<file path="config.mk">
export PLATFORM = sky130hd
export DESIGN_NAME = timetag_record_decoder_core
export DESIGN_NICKNAME = d
export VERILOG_FILES = /design/src/hw/rtl/trdec_pkg.sv /design/src/hw/rtl/trdec_cfg.sv /design/src/hw/rtl/trdec_decode.sv /design/src/hw/rtl/timetag_record_decoder_core.sv
export SDC_FILE = /design/constraint.sdc
export NUM_CORES = 1
export LEC_CHECK = 0
export BUFFER_PORTS_ARGS = -buffer_cell sky130_fd_sc_hd__clkbuf_2
export CAP_MARGIN = 30
export CORE_ASPECT_RATIO = 0.5
export CORE_MARGIN = 10
export CORE_UTILIZATION = 54
export DETAILED_ROUTE_END_ITERATION = 16
export PLACE_DENSITY_LB_ADDON = 0.1
export SLEW_MARGIN = 25
export SYNTH_ARGS = -nofsm -noshare
export SYNTH_HDL_FRONTEND = slang
export SYNTH_SLANG_ARGS = --single-unit
</file>
<file path="constraint.sdc">
create_clock -name clk_i -period 4.01 [get_ports clk_i]
set_input_delay 0 -clock clk_i [delete_from_list [all_inputs] [get_ports clk_i]]
set_output_delay 0 -clock clk_i [all_outputs]
set_load 0.01 [all_outputs]
</file>
<file path="src/hw/rtl/trdec_pkg.sv">
// Shared types and constants for the time-tag record decoder.
package trdec_pkg;

  localparam int unsigned RecordW    = 32;
  localparam int unsigned TimeW      = 64;
  localparam int unsigned ChannelW   = 7;
  localparam int unsigned DelayW     = 15;
  localparam int unsigned KindW      = 2;
  localparam int unsigned CountW     = 10;
  localparam int unsigned TagW       = 25;
  localparam int unsigned RawChW     = 6;
  localparam int unsigned ResultW    = KindW + ChannelW + DelayW + TimeW;
  localparam int unsigned OutBytesW  = ((ResultW + 7) / 8) * 8;
  localparam int unsigned CfgIndexW  = 1;
  localparam int unsigned CfgDataW   = 2;

  localparam logic [TimeW-1:0]  T3Wrap     = 64'd1024;
  localparam logic [TimeW-1:0]  T2WrapOld  = 64'd33552000;
  localparam logic [TimeW-1:0]  T2WrapNew  = 64'd33554432;
  localparam logic [RawChW-1:0] OvfChannel = 6'h3F;
  localparam logic [RawChW-1:0] MarkerMax  = 6'd15;

  localparam logic [1:0] HwVersionOld   = 2'd1;
  localparam logic [1:0] HwVersionReset = 2'd2;

  localparam logic [CfgIndexW-1:0] CfgIdxFormat  = 1'd0;
  localparam logic [CfgIndexW-1:0] CfgIdxVersion = 1'd1;

  typedef enum logic [KindW-1:0] {
    KIND_NONE   = 2'd0,
    KIND_PHOTON = 2'd1,
    KIND_MARKER = 2'd2,
    KIND_SYNC   = 2'd3
  } kind_e;

  typedef enum logic {
    FMT_T3 = 1'b0,
    FMT_T2 = 1'b1
  } format_e;

  typedef struct packed {
    format_e    format;
    logic [1:0] hw_version;
  } cfg_t;

  // Packed so that kind lands in the lowest bits of the output word.
  typedef struct packed {
    logic [TimeW-1:0]    event_time;
    logic [DelayW-1:0]   delay;
    logic [ChannelW-1:0] channel;
    kind_e               kind;
  } result_t;

endpackage

</file>
<file path="src/hw/rtl/trdec_cfg.sv">
// Configuration registers of the time-tag record decoder.
module trdec_cfg (
  input  logic                              clk_i,
  input  logic                              rst_ni,
  input  logic                              wr_en_i,
  input  logic [trdec_pkg::CfgIndexW-1:0]   wr_index_i,
  input  logic [trdec_pkg::CfgDataW-1:0]    wr_data_i,
  output trdec_pkg::cfg_t                   cfg_o
);
  import trdec_pkg::*;

  cfg_t cfg_d, cfg_q;

  always_comb begin
    cfg_d = cfg_q;
    if (wr_en_i) begin
      unique case (wr_index_i)
        CfgIdxFormat:  cfg_d.format     = format_e'(wr_data_i[0]);
        CfgIdxVersion: cfg_d.hw_version = wr_data_i;
        default:       cfg_d = cfg_q;
      endcase
    end
  end

  always_ff @(posedge clk_i or negedge rst_ni) begin
    if (!rst_ni) begin
      cfg_q.format     <= FMT_T3;
      cfg_q.hw_version <= HwVersionReset;
    end else begin
      cfg_q <= cfg_d;
    end
  end

  assign cfg_o = cfg_q;

endmodule

</file>
<file path="src/hw/rtl/trdec_decode.sv">
// Combinational record decode and overflow base update.
module trdec_decode (
  input  logic [trdec_pkg::RecordW-1:0] record_i,
  input  trdec_pkg::cfg_t               cfg_i,
  input  logic [trdec_pkg::TimeW-1:0]   base_i,
  output trdec_pkg::result_t            result_o,
  output logic [trdec_pkg::TimeW-1:0]   base_next_o
);
  import trdec_pkg::*;

  logic [CountW-1:0] count;
  logic [DelayW-1:0] dly;
  logic [TagW-1:0]   tag;
  logic [RawChW-1:0] ch;
  logic              special;
  logic              is_ovf;
  logic              is_marker;
  logic              old_fw;
  logic [TimeW-1:0]  offset;
  logic [TimeW-1:0]  incr;
  logic [TimeW-1:0]  stamp;

  assign count   = record_i[CountW-1:0];
  assign dly     = record_i[CountW +: DelayW];
  assign tag     = record_i[TagW-1:0];
  assign ch      = record_i[TagW +: RawChW];
  assign special = record_i[RecordW-1];
  assign old_fw  = (cfg_i.hw_version == HwVersionOld);

  assign is_ovf    = special && (ch == OvfChannel);
  assign is_marker = special && (ch != '0) && (ch <= MarkerMax);

  // Wrap periods are powers of two apart from the old T2 period, so the
  // count scaling is a shift.
  always_comb begin
    if (cfg_i.format == FMT_T2) begin
      offset = {{(TimeW-TagW){1'b0}}, tag};
      if (old_fw) begin
        incr = T2WrapOld;
      end else if (tag == '0) begin
        incr = T2WrapNew;
      end else begin
        incr = {{(TimeW-2*TagW){1'b0}}, tag, {TagW{1'b0}}};
      end
    end else begin
      offset = {{(TimeW-CountW){1'b0}}, count};
      if (old_fw || (count == '0)) begin
        incr = T3Wrap;
      end else begin
        incr = {{(TimeW-2*CountW){1'b0}}, count, {CountW{1'b0}}};
      end
    end
  end

  assign stamp       = base_i + offset;
  assign base_next_o = is_ovf ? (base_i + incr) : base_i;

  always_comb begin
    result_o = '0;
    if (!special) begin
      result_o.kind       = KIND_PHOTON;
      result_o.event_time = stamp;
      if (cfg_i.format == FMT_T2) begin
        result_o.channel = {1'b0, ch} + 7'd1;
      end else begin
        result_o.channel = {1'b0, ch};
        result_o.delay   = dly;
      end
    end else if (is_marker) begin
      result_o.kind       = KIND_MARKER;
      result_o.channel    = {1'b0, ch};
      result_o.event_time = stamp;
    end else if ((cfg_i.format == FMT_T2) && (ch == '0)) begin
      result_o.kind       = KIND_SYNC;
      result_o.event_time = stamp;
    end
  end

endmodule

</file>
<file path="src/hw/rtl/timetag_record_decoder_core.sv">
// Top level of the time-tag record decoder: input register, decode, result register.
//
// Usage: raw 32-bit records arrive on the s_axis channel, one per transfer,
// in s_axis_tdata. Each record yields exactly one result transfer on the
// m_axis channel carrying kind, channel, delay and event_time. Overflow and
// unused special records come out with kind none and all other fields zero.
// The cfg channel writes register 0 (record format, 0 = T3, 1 = T2) and
// register 1 (firmware version); cfg_ready_o is always high. Writes are
// meant to happen only while no record is in flight.
// A record accepted into the input register moves on to the result register
// and is offered on m_axis from there. Throughput: one record per cycle while
// the receiver keeps up; the overflow base is a single 64-bit register updated by
// one add in the decode stage, so records follow each other without gaps.
// When the receiver stalls, the result register holds its word and the
// input register takes one more record; s_axis_tready falls only when both
// are full. Reset clears both valid flags, the overflow base, and sets the
// registers to T3 layout and firmware version 2.
module timetag_record_decoder_core (
  input  logic                              clk_i,
  input  logic                              rst_ni,
  // Input stream. tdata fields from bit 0: record[31:0].
  input  logic                              s_axis_tvalid,
  output logic                              s_axis_tready,
  input  logic [trdec_pkg::RecordW-1:0]     s_axis_tdata,
  // Result stream. tdata fields from bit 0: kind[1:0], channel[8:2],
  // delay[23:9], event_time[87:24].
  output logic                              m_axis_tvalid,
  input  logic                              m_axis_tready,
  output logic [trdec_pkg::OutBytesW-1:0]   m_axis_tdata,
  // Configuration write channel.
  input  logic                              cfg_valid_i,
  output logic                              cfg_ready_o,
  input  logic [trdec_pkg::CfgIndexW-1:0]   cfg_index_i,
  input  logic [trdec_pkg::CfgDataW-1:0]    cfg_data_i
);
  import trdec_pkg::*;

  cfg_t              cfg;
  logic              in_valid_q;
  logic [RecordW-1:0] in_record_q;
  logic              out_valid_q;
  result_t           out_result_q;
  logic [TimeW-1:0]  base_q, base_d;
  result_t           dec_result;
  logic              out_load;
  logic              in_load;

  assign cfg_ready_o = 1'b1;

  trdec_cfg u_cfg (
    .clk_i      (clk_i),
    .rst_ni     (rst_ni),
    .wr_en_i    (cfg_valid_i),
    .wr_index_i (cfg_index_i),
    .wr_data_i  (cfg_data_i),
    .cfg_o      (cfg)
  );

  trdec_decode u_decode (
    .record_i    (in_record_q),
    .cfg_i       (cfg),
    .base_i      (base_q),
    .result_o    (dec_result),
    .base_next_o (base_d)
  );

  // The result register can take a new word when it is empty or being drained.
  assign out_load      = !out_valid_q || m_axis_tready;
  assign in_load       = !in_valid_q || out_load;
  assign s_axis_tready = in_load;

  always_ff @(posedge clk_i or negedge rst_ni) begin
    if (!rst_ni) begin
      in_valid_q  <= 1'b0;
      out_valid_q <= 1'b0;
      base_q      <= '0;
    end else begin
      if (in_load) begin
        in_valid_q <= s_axis_tvalid;
      end
      if (out_load) begin
        out_valid_q <= in_valid_q;
      end
      // The base is updated exactly once per record, as it moves to the output.
      if (out_load && in_valid_q) begin
        base_q <= base_d;
      end
    end
  end

  always_ff @(posedge clk_i) begin
    if (in_load && s_axis_tvalid) begin
      in_record_q <= s_axis_tdata;
    end
    if (out_load && in_valid_q) begin
      out_result_q <= dec_result;
    end
  end

  assign m_axis_tvalid = out_valid_q;
  assign m_axis_tdata  = OutBytesW'(out_result_q);

endmodule

</file>
==> impl_metrics.yaml <==
cells_and_area:
  ff_latch_area_um2: 5160
  drive_above_1_share_pct: 18.6
  utilization_pct: 67.2
  area_growth_syn_to_layout_pct: 20.7
  antenna_cells: 0
  final_common_cell: "clkbuf_2"
  final_net_count: 1417
  multiInputGateArea_um2: 5720
  final_cells: 1592
  mostFrequentLayoutCells: "clkbuf_2 (128), edfxtp_1 (120), nand2_1 (105)"
  nFillCells: 1574
run:
  cap_violations: 0
clock_tree:
  cts.sinks: 182
  clk_path_buf_depth: 2
  tritoncts: "built"
  h-tree-depth: 4
  clk_latency_ns: 0.45
  clockRootBuffer: "clkbuf_16"
  cts_buffers: 17
  clkTransAtPathRegs_ns: 0.07
pwr:
  power_frac_seq_pct: 47.1
  p_int_mw: 3.40
  p_switching_mw: 1.36
  power.density_nw_per_um2: 360
  finalPower_mw: 4.76
  ir_drop_mv: 0.347
  p_clk_share_pct: 34.1
  p_sw_share_pct: 28.7
  p_leak_nw: 5.55
  combPwrFrac_pct: 18.7
synthesis:
  yosys_warnings: 0
  synth_edf_count: 120
  synth_cell_types: 65
  yosysTopAreaCell: "edfxtp_1"
  syn_nets: 1226
  netlist_instances: 1122
  synth_top_area_share_pct: 32.9
  yosys.area_share.simple_pct: 18.7
  synth_xor_area_share_pct: 7.27
  synth.yosys.seq_area_share_pct: 47.0
  synthMuxAreaShare_pct: 0.902
  avgSynthCellArea_um2: 9.77
  synth-adder-area-share_pct: 7.37
  syn_area_um2: 11000
  synthArstFlopShare_pct: 34.1
  synth_seq_cells: 182
  synth_flop_cell: "edfxtp_1"
  synth_compound_area_share_pct: 16.4
  synth_top_family_by_area: "simple AND/OR/NAND/NOR gates"
  synthTopCellsByArea: "edfxtp_1 (33%), dfrtp_1 (14%), ha_1 (7.2%)"
global_routing:
  grt_pass1_wl_um: 48700
  grt_pass1_vias: 8856
  antenna_found_initial: 0
  grt_max_degree: 70
  grt.total_usage_pct: 22.8
  gr-total-overflow: 0
sta:
  fin_crit_sh_pct: 97.5
  max_slew_margin_pct: 41.1
  setup_viol: 0
  layout_min_cycle_time_ns: 3.91
  hold_viol: 0
  skew_ns: 0.0151
  rsz0062_at_grt: "true"
  maxSlewViolCount: 0
  tightest_slew_ns: 0.884
  clock.fmax_mhz: 256
placed_design:
  post-place-cells: 1506
  io_buffers: 129
  gp_congestion: 0.909
  dp_hpwl_um: 23000
routing:
  drc_errors: 0
  drt-initial-drc-count: 944
  wl_met1_um: 14800
  drt_pass1_iterations: 5
  vias: 9102
  top_layer_used: "met4"
  avgRoutedWirePerCell_um: 19.4
  via_per_inst: 5.72
  wl_met3_um: 1930
  drt-total-wl_um: 30900
  routed-wl-met2_um: 13800
  postRouteAntennaNets: 0
worst_setup_path:
  cp_data_arrival_time_ns: 4.27
  startpoint: "in_record_q[8]"
  r2r_end: "base_q[50]"
  r2r_slack_ns: 0.10
  crit_fanout: 7
  crit_path_end: "base_q[50]"
  required_ns: 4.37
  startpoint_type: "flip-flop"
  r2r_cells: 16
  crit_type: "reg -> reg"
  endpoint_kind: "flip-flop"
  r2r_start: "in_record_q[8]"
die:
  initial_core_util_pct: 55.7
  fp-row-count: 36
  die-height_um: 121
  die_w_um: 222
  coreArea_um2: 19700
  die_area_um2: 26800
  io-pin-count: 131
worst_hold_path:
  hold_path.class: "in -> async"
outcome:
  status: "finished, final reports clean"
metal layers:
metal | up-vias | track usage, %
li1 | 4446 | -
met1 | 4344 | 32.0
met2 | 284 | 35.7
met3 | 28 | 4.69
met4 | 0 | 5.28
met5 | - | 0
metrics by stage:
| stage | setup TNS (ns) | instance area (um^2) | worst slack, ns | hold WS [ns] |
|---|---|---|---|---|
| 3_5_place_dp | -1.19 | 12000 | -0.294 | 0.179 |
| 6_report | 0 | 13200 | 0.102 | 0.203 |
| 4_1_cts | 0 | 13000 | 0.0301 | 0.243 |
| 3_3_place_gp | -1.63 | 12000 | -0.321 | 0.159 |
| 5_1_grt | -0.755 | 13200 | -0.127 | 0.263 |
| 2_1_floorplan | 0 | 11000 | 0.384 | -0.296 |
cells in the mapped netlist (all sizes together), types with 3 or more instances:
library cell and n:
edfxtp 120, nand2 107, o21ai 103, nor2 100, a21oi 89, and2 67
ha 63, dfrtp 61, xnor2 50, xor2 41, clkbuf 37, a21o 34
nand3 30, inv 26, nor2b 19, nand4 17, or3 16, nor3 13
nor4 12, nand2b 11, and3 9, o21a 8, a31oi 7, mux2 7
a211oi 6, o2111ai 6, o21bai 6, o31ai 5, o211ai 4, a21boi 3
a41oi 3, buf 3, nand3b 3, o21ba 3, o31a 3, or2 3
worst max-delay path: stages (launching register included):
cell and delay, ns:
edfxtp_1 0.40, nor4_2 0.27, nand2_1 0.09, nor4_2 0.13, buf_4 0.17, nor2_4 0.03
o21bai_1 0.13, ha_2 0.25, o21ai_2 0.08, a221o_1 0.36, o21a_1 0.24, a211o_1 0.35
a2111oi_4 0.46, o2111ai_2 0.22, a21oi_4 0.34, buf_4 0.18, xor2_1 0.13
power by group through the flow:
stage               clock (mW)  sequential, mW  combinational, mW
floorplan                    0            2.29              0.498
global placement             0            2.28              0.812
detailed placement           0            2.28              0.821
CTS                       1.65            2.24              0.869
global route              1.72            2.26              0.980
finish                    1.63            2.24              0.891
cells by family after synthesis:
family                   count (synthesis)
AO/OA/AOI/OAI                          293
flip-flops                             182
XOR/XNOR                                91
multiplexers                             9
adder cells (fa/ha/maj)                 64
buffers and inverters                   66
AND/OR/NAND/NOR                        416
other                                    1
how the worst min path moves through the flow:
| stage | end | slack (ns) | from | cells past startpoint |
|---|---|---|---|---|
| 2_1_floorplan | base_q[10] | -0.30 | rst_ni | 0 |
| 3_3_place_gp | base_q[7] | 0.16 | rst_ni | 1 |
| 3_5_place_dp | m_axis_tvalid | 0.18 | rst_ni | 1 |
| 4_1_cts | m_axis_tvalid | 0.24 | rst_ni | 2 |
| 5_1_grt | in_record_q[10] | 0.26 | s_axis_tdata[10] | 2 |
| 6_report | m_axis_tvalid | 0.20 | rst_ni | 2 |
what timing repair did:
action / 4_1_cts / 5_1_grt
hold buffers: 42 / 0
setup endpoints to repair: 14 / 36
hold endpoints to repair: 70 / 0
buffers inserted: 3 / 8
pin swaps: 3 / 21
resized for setup: 6 / 28
layout make-up:
type / count / area share [%]
Tap cell: 266 / 2.52
Timing Repair Buffer: 212 / 10.4
Clock inverter: 8 / 0.586
Sequential cell: 182 / 39.0
Multi-Input combinational cell: 874 / 43.2
Inverter: 26 / 0.738
Clock buffer: 24 / 3.57
flip-flops by register name, indices dropped and copies added, names as in the netlist:
signal	cells
base_q	57
in_record_q	32
in_valid_q	1
m_axis_tdata	88
m_axis_tvalid	1
u_cfg.cfg_o	3
Note: power is estimated with default switching activity, not from simulation.
